**src/rtl/cpe_pkg.sv**
```systemverilog
// ----------------------------------------------------------------------------
// cpe_pkg
// Shared constants for the cut point extraction block: default widths and
// the column mode codes.
// ----------------------------------------------------------------------------
package cpe_pkg;

  localparam int CPE_VALUE_WIDTH = 32;
  localparam int CPE_CLASS_WIDTH = 8;
  localparam int CPE_MODE_WIDTH  = 2;

  typedef logic [CPE_MODE_WIDTH-1:0] cpe_mode_t;

  // Column modes; the unused fourth code behaves as categorical
  localparam cpe_mode_t MODE_NUMERICAL   = 2'd0;
  localparam cpe_mode_t MODE_ORDERED     = 2'd1;
  localparam cpe_mode_t MODE_CATEGORICAL = 2'd2;

endpackage

```
**src/rtl/cpe_core.sv**
```systemverilog
// ----------------------------------------------------------------------------
// cpe_core
// Column scan state and combinational cut point decision. State advances on
// every accepted word; the result is combinational from the input word and
// the registered column state.
// ----------------------------------------------------------------------------
module cpe_core
  import cpe_pkg::*;
#(
  parameter int VALUE_WIDTH = CPE_VALUE_WIDTH,
  parameter int CLASS_WIDTH = CPE_CLASS_WIDTH
) (
  input  logic                          clk,
  input  logic                          rst_n,
  input  logic                          accept,
  input  logic signed [VALUE_WIDTH-1:0] value,
  input  logic        [CLASS_WIDTH-1:0] class_label,
  input  cpe_mode_t                     mode,
  input  logic                          column_last,
  output logic                          cut_valid,
  output logic signed [VALUE_WIDTH:0]   cut_value,
  output logic                          column_end
);

  logic [VALUE_WIDTH-1:0] anchor_value_r, anchor_value_nxt;
  logic                   anchor_valid_r, anchor_valid_nxt;
  logic [VALUE_WIDTH-1:0] last_value_r;
  logic [CLASS_WIDTH-1:0] last_class_r;
  logic                   tie_pending_r, tie_pending_nxt;
  logic                   column_started_r;
  cpe_mode_t              column_mode_r, column_mode_nxt;

  logic [VALUE_WIDTH-1:0] anchor_eff;
  logic                   same_as_last;
  logic signed [VALUE_WIDTH:0] mid_sum;

  assign column_mode_nxt = column_started_r ? column_mode_r : mode;
  assign same_as_last    = (last_value_r == value);

  // reference moves up to the previous item when the value changed or no reference is held
  assign anchor_eff = (!anchor_valid_r || !same_as_last) ? last_value_r : anchor_value_r;
  assign mid_sum    = $signed({anchor_eff[VALUE_WIDTH-1], anchor_eff})
                    + $signed({value[VALUE_WIDTH-1], value});

  always_comb begin
    cut_valid        = 1'b0;
    cut_value        = '0;
    anchor_value_nxt = anchor_value_r;
    anchor_valid_nxt = anchor_valid_r;
    tie_pending_nxt  = tie_pending_r;
    case (column_mode_nxt)
      MODE_NUMERICAL: begin
        if (column_started_r) begin
          anchor_value_nxt = anchor_eff;
          anchor_valid_nxt = 1'b1;
          if (last_class_r != class_label) begin
            if (anchor_eff != value) begin
              cut_valid        = 1'b1;
              cut_value        = mid_sum;
              tie_pending_nxt  = same_as_last;
              anchor_value_nxt = value;
            end else begin
              tie_pending_nxt = 1'b1;
            end
          end else if (tie_pending_r && (anchor_eff != value)) begin
            cut_valid        = 1'b1;
            cut_value        = mid_sum;
            tie_pending_nxt  = 1'b0;
            anchor_value_nxt = value;
          end
        end
      end
      MODE_ORDERED: begin
        if (column_started_r && !same_as_last) begin
          cut_valid = 1'b1;
          cut_value = {last_value_r, 1'b0};
        end
      end
      default: begin
        if (!column_started_r || !same_as_last) begin
          cut_valid = 1'b1;
          cut_value = {value, 1'b0};
        end
      end
    endcase
    if (column_last) begin
      anchor_valid_nxt = 1'b0;
      tie_pending_nxt  = 1'b0;
    end
  end

  assign column_end = column_last;

  always_ff @(posedge clk) begin
    if (!rst_n) begin
      anchor_value_r   <= '0;
      anchor_valid_r   <= 1'b0;
      last_value_r     <= '0;
      last_class_r     <= '0;
      tie_pending_r    <= 1'b0;
      column_started_r <= 1'b0;
      column_mode_r    <= MODE_NUMERICAL;
    end else if (accept) begin
      anchor_value_r   <= anchor_value_nxt;
      anchor_valid_r   <= anchor_valid_nxt;
      last_value_r     <= value;
      last_class_r     <= class_label;
      tie_pending_r    <= tie_pending_nxt;
      column_started_r <= !column_last;
      column_mode_r    <= column_mode_nxt;
    end
  end

endmodule

```
**src/rtl/cut_point_extraction_top.sv**
```systemverilog
// ----------------------------------------------------------------------------
// cut_point_extraction_top
// Cut point extraction for one sorted attribute column per frame.
// ----------------------------------------------------------------------------
// Takes one observation word per cycle while the skid stage is empty and
// returns exactly one registered result word for each, in order. The rate
// is set by the combinational compare and add against the registered column
// state; a result register plus a skid stage keep input acceptance going
// for one more word while the result side stalls. The column mode is
// latched from the first word of a column (after reset or after a word with
// in_tlast set); cut values are in half-LSB units (value sum for a midpoint,
// doubled value otherwise) and read zero when no cut is flagged.
module cut_point_extraction_top
  import cpe_pkg::*;
#(
  parameter int VALUE_WIDTH = CPE_VALUE_WIDTH,
  parameter int CLASS_WIDTH = CPE_CLASS_WIDTH,
  localparam int IN_DATA_WIDTH  = ((VALUE_WIDTH + CLASS_WIDTH + 7) / 8) * 8,
  localparam int OUT_DATA_WIDTH = ((VALUE_WIDTH + 1 + 7) / 8) * 8
) (
  input  logic                      clk,
  input  logic                      rst_n,
  input  logic                      in_tvalid,
  output logic                      in_tready,
  input  logic [IN_DATA_WIDTH-1:0]  in_tdata,   // value, class_label
  input  cpe_mode_t                 in_tuser,   // mode
  input  logic                      in_tlast,
  output logic                      out_tvalid,
  input  logic                      out_tready,
  output logic [OUT_DATA_WIDTH-1:0] out_tdata,  // cut_value
  output logic                      out_tuser,  // cut_valid
  output logic                      out_tlast
);

  logic                        in_accept;
  logic                        res_cut_valid;
  logic signed [VALUE_WIDTH:0] res_cut_value;
  logic                        res_column_end;

  logic                        out_valid_r;
  logic                        out_cut_valid_r;
  logic [VALUE_WIDTH:0]        out_cut_value_r;
  logic                        out_column_end_r;
  logic                        skid_valid_r;
  logic                        skid_cut_valid_r;
  logic [VALUE_WIDTH:0]        skid_cut_value_r;
  logic                        skid_column_end_r;
  logic                        main_free;

  assign in_tready = !skid_valid_r;
  assign in_accept = in_tvalid && in_tready;
  assign main_free = out_tready || !out_valid_r;

  cpe_core #(
    .VALUE_WIDTH (VALUE_WIDTH),
    .CLASS_WIDTH (CLASS_WIDTH)
  ) u_core (
    .clk         (clk),
    .rst_n       (rst_n),
    .accept      (in_accept),
    .value       (in_tdata[VALUE_WIDTH-1:0]),
    .class_label (in_tdata[VALUE_WIDTH+CLASS_WIDTH-1:VALUE_WIDTH]),
    .mode        (in_tuser),
    .column_last (in_tlast),
    .cut_valid   (res_cut_valid),
    .cut_value   (res_cut_value),
    .column_end  (res_column_end)
  );

  always_ff @(posedge clk) begin
    if (!rst_n) begin
      out_valid_r  <= 1'b0;
      skid_valid_r <= 1'b0;
    end else if (main_free) begin
      // skid drains first; input is held off while it is full
      out_valid_r  <= skid_valid_r || in_accept;
      skid_valid_r <= 1'b0;
    end else if (in_accept) begin
      skid_valid_r <= 1'b1;
    end
  end

  always_ff @(posedge clk) begin
    if (main_free) begin
      if (skid_valid_r) begin
        out_cut_valid_r  <= skid_cut_valid_r;
        out_cut_value_r  <= skid_cut_value_r;
        out_column_end_r <= skid_column_end_r;
      end else if (in_accept) begin
        out_cut_valid_r  <= res_cut_valid;
        out_cut_value_r  <= res_cut_value;
        out_column_end_r <= res_column_end;
      end
    end else if (in_accept) begin
      skid_cut_valid_r  <= res_cut_valid;
      skid_cut_value_r  <= res_cut_value;
      skid_column_end_r <= res_column_end;
    end
  end

  assign out_tvalid = out_valid_r;
  assign out_tdata  = OUT_DATA_WIDTH'(out_cut_value_r);
  assign out_tuser  = out_cut_valid_r;
  assign out_tlast  = out_column_end_r;

endmodule
```
**config.mk**
```make
export PLATFORM = sky130hd
export DESIGN_NAME = cut_point_extraction_top
export DESIGN_NICKNAME = d
export VERILOG_FILES = /design/src/rtl/cpe_pkg.sv /design/src/rtl/cpe_core.sv /design/src/rtl/cut_point_extraction_top.sv
export SDC_FILE = /design/constraint.sdc
export NUM_CORES = 1
export LEC_CHECK = 0
export ABC_AREA = 1
export BUFFER_PORTS_ARGS = -buffer_cell sky130_fd_sc_hd__buf_2
export CAP_MARGIN = 30
export CORE_AREA = 2 2 143 145
export CTS_CLUSTER_SIZE = 8
export DETAILED_ROUTE_END_ITERATION = 8
export DIE_AREA = 0 0 145 147
export PLACE_DENSITY = 0.72
export REMOVE_ABC_BUFFERS = 1
export SKIP_LAST_GASP = 1
export SYNTH_ARGS = -nofsm -noshare
export SYNTH_HDL_FRONTEND = slang
export SYNTH_SLANG_ARGS = --single-unit
```
**constraint.sdc**
```tcl
create_clock -name clk -period 4.8 [get_ports clk]
set_input_delay 0.96 -clock clk [delete_from_list [all_inputs] [get_ports clk]]
set_output_delay 0.96 -clock clk [all_outputs]
set_load 0.01 [all_outputs]
```
# [After elaboration in Yosys (flattened, before gate mapping)]
# Index checks and enable logic that the tools add are counted.
[op_classes] bitwise_logic=2 addsub=1 n_reduce_logical=24 n_mux=34 n_eq_ne=4
[ops] op="2-to-1 mux 33 bit" count=8
[ops] op="2-to-1 mux 32 bit" count=4
[ops] op="case mux 33 bit (2 select lines)" count=1
[ops] op="adder 32 x 32 -> 33 bit" count=1
[ops] op="== test 32 bit" count=1
[ops] op="!= test 32 bit" count=1
[ops] op="2-to-1 mux 1 bit" count=19
[ops] op="!= test 8 bit" count=1
[ops] op="logical NOT 1 bit" count=6
[ops] op="AND reduction 3 bit" count=2
[ops] op="nonzero test 2 bit" count=3
[ops] op="logical OR 1 bit" count=4
[ops] op="AND reduction 2 bit" count=2
[ops] op="AND reduction 4 bit" count=1
[ops] op="logical AND 1 bit" count=3
[ops] op="nonzero test 3 bit" count=1
[ops] op="== test 2 x 1 -> 1 bit, second input constant" count=1
[ops] op="logical NOT 2 bit" count=1
[ops] op="2-to-1 mux 2 bit" count=1
[ops] op="inverter 1 bit" count=2
[ops] op="case mux 1 bit (2 select lines)" count=1
[ops] op="OR reduction 2 bit" count=1
[word_totals] in_bits=47 out_inout_bits=44 elab_cells=80 register_bits=149

# [Logic depth before layout (Yosys ltp)]
[depth] word_depth=12 ltp_mapped=29 depth_no_buf=28

# [Hierarchy]
# A second synthesis with hierarchy kept.
[hier_totals] hier_cells=1578 area_unflattened_um2=10488.8
[modules_own_cells] mod="cpe_core" area_per_inst_um2=7780.0 instances=1 seq_area_each_um2=1541.5 cells_each=1374
[modules_own_cells] mod="cut_point_extraction_top" area_per_inst_um2=2708.8 instances=1 seq_area_each_um2=2142.1 cells_each=204

# [Least setup slack after synthesis]
# No wires, ideal clock.
[synth_path] path_kind="input -> register" startpoint="input port in_tdata[1]" endpoint="register out_cut_value_r[14] (data pin)" stages=23 setup_time_ns=0.253 arrival_time_ns=3.548 n_path_buf=0 t_required_ns=4.547 slack_ns=0.999 path_cell_list="inv_1 nand2_1 nand2_1 nand2_1 nor2_1 nand2_1 nor2_8 nand3_4 nand2_1 nand2_1 ha_1 fa_1 nand3_1 nand2_1 nand2_1 nand2_1 nand3_1 nand2_1 or2_2 nand3_1 o211ai_1 nand2_1 nand2_1"
[synth_via] elab_chain_cells=12 elab_cells_between_ends=18 classes_between="add/sub (1); eq/ne (2); mux (10); reduce/logical (5)"
[synth_lines] element="start, declared" line_no="cut_point_extraction_top.sv:25" text="input logic [IN_DATA_WIDTH-1:0] in_tdata,"
[synth_lines] element="parallel branches: the longest is 9 deep, another holds adder 32 x 32 -> 33 bit"
[synth_lines] element="case mux 33 bit (2 select lines) (*)" line_no="cpe_core.sv:51" text="case (column_mode_nxt)"
[synth_lines] element="via res_cut_value[14]" line_no="cut_point_extraction_top.sv:37" text="logic signed [VALUE_WIDTH:0] res_cut_value;"
[synth_lines] element="2-to-1 mux 33 bit (*)" line_no="cut_point_extraction_top.sv:89" text="end else if (in_accept) begin"
[synth_lines] element="2-to-1 mux 33 bit (*)" line_no="cut_point_extraction_top.sv:85" text="if (skid_valid_r) begin"
[synth_lines] element="end signal, assigned" line_no="cut_point_extraction_top.sv:87" text="out_cut_value_r <= skid_cut_value_r;"
[synth_lines] element="end signal, assigned" line_no="cut_point_extraction_top.sv:91" text="out_cut_value_r <= res_cut_value;"
[synth_lines] element="end, declared" line_no="cut_point_extraction_top.sv:42" text="logic [VALUE_WIDTH:0] out_cut_value_r;"
# Mark *: on every way through the listed nets, which the timed path passes. The select of a mux whose other input is x is not followed.
# A chain may end at the register's enable or synchronous reset.

# [Worst setup path in the final report]
[layout_path] startpoint="input port in_tdata[1]" endpoint="register out_cut_value_r[30] (data pin)"
# The elaborated chain is that of the path after synthesis.

==> summary by stage <==
Critical path
The highest net fanout along the worst path is 23. The endpoint of the worst register-to-register path is out_cut_value_r[30]$_DFFE_PP_. Walking the worst path, the cells encountered are buf_2, inv_1, nand2_1, nand2_1, nand2_1, nor2_1, nand2_1, nor2_8, nand3_4, buf_12, nand2_1, nand2_1, ha_1, nor2_1, nand2_1, nor2_1, nand2_1, nor2_4, nor3_4, buf_4, nand3_1, nand3_1, nand2_1, nand2_1.

The kind of end point of the critical path is a register. The worst register-to-register path begins at u_core.last_value_r[10]$_SDFFE_PN0P_. Across all register-to-register paths, the minimum setup slack is about 430 ps. The largest individual stage delay along the critical path comes from the cell nor3_4. The cell that appears most often on the critical path is nand2_1. In this run the worst setup path terminates at out_cut_value_r[30]$_DFFE_PP_. The critical setup path kind is primary input to register. The startpoint type of the worst setup path is a primary input.

The critical path starts at in_tdata[1]. The number of cell instances on the worst register-to-register path is 21. For this run, the slowest stage of the critical path takes 640 ps. At the worst endpoint, the required time is between 5000 and 6000 ps.

The signal arrival time at the worst endpoint is 4970 ps.

Die
The starting density of the core is a little over half. The die covers 21300 um2. In this run the count of I/O pins placed on the die edge is just over 90. The die is 147 um tall. The width of the die is 145 um. The number of rows in the core area is 52.

The total area inside the core boundary comes to 19800 um2.

Yosys
The count of flip-flops with a built-in enable after synthesis is 70. The most used flip-flop cell after synthesis is dfxtp_1. After Yosys synthesis, XOR and XNOR cells account for 1.22% of the synthesized area. The mean instance size in the synthesized netlist is 6.41 um2. The simple-gate share of the synthesized area is 37.0%. The distinct cell type count after synthesis is 38.

The number of storage elements in the synthesis netlist is 149. The dominant combinational cell family by area after synthesis is simple AND/OR/NAND/NOR gates. In this run the cell area of the synthesized design comes to ~11000 um2. The post-synthesis instance total is between 1500 and 2000.

Summing the areas of all compound-gate instances in the mapped netlist gives around an eighth of the synthesized area. The number of warnings reported in the yosys synthesis log is 0. After synthesis, the share of flip-flops with an asynchronous set or reset is 0%.

The adder-cell area share of the yosys netlist is 4.02%. In the synthesized netlist, mux cells make up 0% of the area. Of the synthesized area, sequential elements account for approximately a third.

GRT
Global routing consumed, on the met3 layer, 5.84% of the routing resources. Entering global routing, the biggest net connects 53 pins. The via count of the first global-routing pass is 10348. The met2 demand-to-capacity share in global routing is 51.2%.

Global routing used between 30% and 40% of the available tracks. In the global route stage, met1 resource usage came out at 51.8%. The total overflow left after global routing is 0. The number of antenna violations at the first check in global routing came to 0. The layer flagged by global routing as most heavily used is met1.

The global-route wire length before repair is 58.0 mm.

Clock network
For this design, the sink count on the clock tree is 149. In this run the number of H-tree levels came out at 4. The number of buffers on the longest clock path is 2. The later pin in the worst-skew pair is clocked with a latency of about 450 ps. The total of cells resized after clock tree synthesis is 0. In this run, CTS created clock tree buffers numbering 17. Clock-pin slew was measured on the worst setup and hold paths at ~70 ps.

In this run, post-CTS hold repair placed 0 buffers. The CTS root buffer is clkbuf_16. TritonCTS built the clock tree. Buffers added to address setup during post-CTS repair amount to 0.

STA
Final hold analysis gives a worst-case slack of 518 ps. The total count of hold-check failures in the final report is 0. Between clock sinks in the finished design, the worst skew comes to 17.6 ps.

The max-slew violation total from the final report is 0. The part of the cycle the worst path needs is 97.0%. Setup repair after global routing left no endpoint under its margin. The number of setup violations in the final report is 0.

Headroom to the max-slew limit came out at 34.7%. The time the final worst path needs with I/O delays and setup is 4650 ps. The sum of negative setup slack is 0 ps. The maximum clock frequency is about 210 MHz.

For the pin with the worst max-slew slack, the measured transition is a little under 1000 ps.

Detailed routing
The detailed router finished its first iteration with 1745 violations. After detailed routing, the number of vias per cell comes to 5.60. The number of search-and-repair iterations in the first detailed-routing pass is 6. The final route contains 11681 vias. The final antenna-violating net count is 0.

The routed wire length per instance is 17.9 um. The total DRC errors in the routed layout is 0. The wire length after detailed routing is around 37 mm.

Placed design
During placement, the flow inserted port buffers numbering 83. The cell total after placement is between 2000 and 2500. The total cell area at the placement stage is between 10000 and 15000 um2. After legalization and detailed placement, the total HPWL measured 28.0 mm. At the end of routability-driven placement, the weighted congestion stood at 1.07.

Worst hold path
The worst min-delay path class is register to register.

Run
The max-cap violation count is 0.

Layout
The ratio of cells with drive above 1 in the final layout is 13.3%. The area added between synthesis and finish is 16.8%. The number of cells in the finished layout apart from fillers is 2086.

The count of inserted antenna diode cells is 0. With fillers left out, the area of the finished cells amounts to 12600 um2. The number of nets in the final layout is about 1900.

Power and ir drop
Summed over all cells, the static leakage comes to 6.14 nW. Overall power consumption after layout is estimated at 3.68 mW. The total power density per cell area is between 200 and 300 nW/um2. The highest ir drop seen on vdd is 0.260 mV.

Status
The run finished with clean final reports.
==> cells by family after synthesis <==
kind of cell               Yosys count
and+or+nand+nor                    946
buffers and inverters              281
AOI/OAI and AO/OA                  255
DFF                                149
adders and majority gates           34
xor gates and xnor gates            15
other                                1
==> placed cells by master, fill, tap and decap left out, types with 2 or more instances in the layout <==
| cell type | synthesis | final |
|---|---|---|
| nor3_1 | 8 | 8 |
| ha_1 | 33 | 33 |
| o21a_1 | 21 | 21 |
| nor2_1 | 111 | 107 |
| conb_1 | 1 | 7 |
| xnor2_1 | 9 | 9 |
| o21ai_0 | 76 | 76 |
| o211ai_1 | 17 | 17 |
| clkinv_8 | 0 | 5 |
| a31oi_1 | 2 | 2 |
| inv_2 | 15 | 15 |
| dfxtp_1 | 79 | 79 |
| inv_1 | 183 | 183 |
| or2_2 | 6 | 6 |
| buf_4 | 9 | 85 |
| edfxtp_1 | 70 | 70 |
| nand2_1 | 589 | 589 |
| o21bai_1 | 4 | 4 |
| a211oi_1 | 2 | 2 |
| nor2_4 | 2 | 4 |
| nand3_4 | 2 | 2 |
| nor4_1 | 4 | 4 |
| nand4_1 | 45 | 45 |
| nor2_2 | 0 | 2 |
| a21oi_1 | 131 | 131 |
| nand3_1 | 174 | 174 |
| xor2_1 | 6 | 6 |
| clkbuf_16 | 0 | 17 |
| clkinv_1 | 5 | 5 |
| buf_2 | 22 | 83 |
| inv_8 | 0 | 5 |
| clkinv_4 | 0 | 3 |
| buf_12 | 0 | 7 |
==> worst min path at each step <==
stage | end | startpoint | cells after the start
global placement | u_core.tie_pending_r$_SDFFE_PN0P_ | u_core.tie_pending_r$_SDFFE_PN0P_ | 2
finish | out_cut_value_r[5]$_DFFE_PP_ | skid_cut_value_r[5]$_DFFE_PP_ | 2
CTS | out_cut_value_r[26]$_DFFE_PP_ | skid_cut_value_r[26]$_DFFE_PP_ | 2
detailed placement | out_cut_value_r[26]$_DFFE_PP_ | skid_cut_value_r[26]$_DFFE_PP_ | 2
global route | out_cut_value_r[22]$_DFFE_PP_ | skid_cut_value_r[22]$_DFFE_PP_ | 2
floorplan | u_core.tie_pending_r$_SDFFE_PN0P_ | u_core.tie_pending_r$_SDFFE_PN0P_ | 2
==> metrics by stage <==
step	setup slack (ps)	utilization [%]
after floorplan	-1270	-
after global placement	-145	60.4
after detailed placement	-145	60.4
after CTS	261	63.4
after global routing	28.8	63.4
final	145	63.4
==> layer usage <==
layer | share of wire (%) | up-vias
li1 | - | 5717
met1 | 44 | 5204
met2 | 42 | 688
met3 | 11 | 72
met4 | 3.1 | 0
met5 | 0 | -
==> critical path, delay by kind of cell <==
family	cells	cell delay [ps]
buffers and inverters	4	830
adder cells (fa/ha/maj)	1	380
AND/OR/NAND/NOR	19	2770
==> synthesized netlist by cell type (3+ instances only) <==
library cell,count,area share (%)
a21oi_1,131,6.1
buf_2,22,1.0
buf_4,9,0.63
buf_6,3,0.31
clkbuf_1,43,1.5
clkinv_1,5,0.17
dfxtp_1,79,15
edfxtp_1,70,20
ha_1,33,3.8
inv_1,183,6.4
inv_2,15,0.52
nand2_1,589,21
nand3_1,174,8.1
nand4_1,45,2.6
nor2_1,111,3.9
nor3_1,8,0.37
nor4_1,4,0.23
o211ai_1,17,1.2
o21a_1,21,1.5
o21ai_0,76,3.5
o21bai_1,4,0.28
or2_2,6,0.35
xnor2_1,9,0.73
xor2_1,6,0.49
==> flip-flops by register name, summed over array words and instances, names as in the netlist, 2 cells and up <==
register	cells
u_core.last_value_r	32
skid_cut_value_r	33
u_core.last_class_r	8
u_core.column_mode_r	2
out_cut_value_r	33
u_core.anchor_value_r	32
==> area by class of cell <==
class,count,area [um2]
flip-flops and latches,149,3680
well taps,270,338
clock inverters,15,180
inverters,203,762
clock buffers,17,425
repair buffers,175,1190
multi-input cells,1257,6000
fillers,1836,7260
==> power by group <==
part / switching, mW / internal [mW] / leakage [nW]
logic: 0.547 / 0.292 / 4.52
clock network: 0.667 / 0.704 / 0.291
registers: 0.0496 / 1.42 / 1.32
Power figures use the tool's default switching activity.
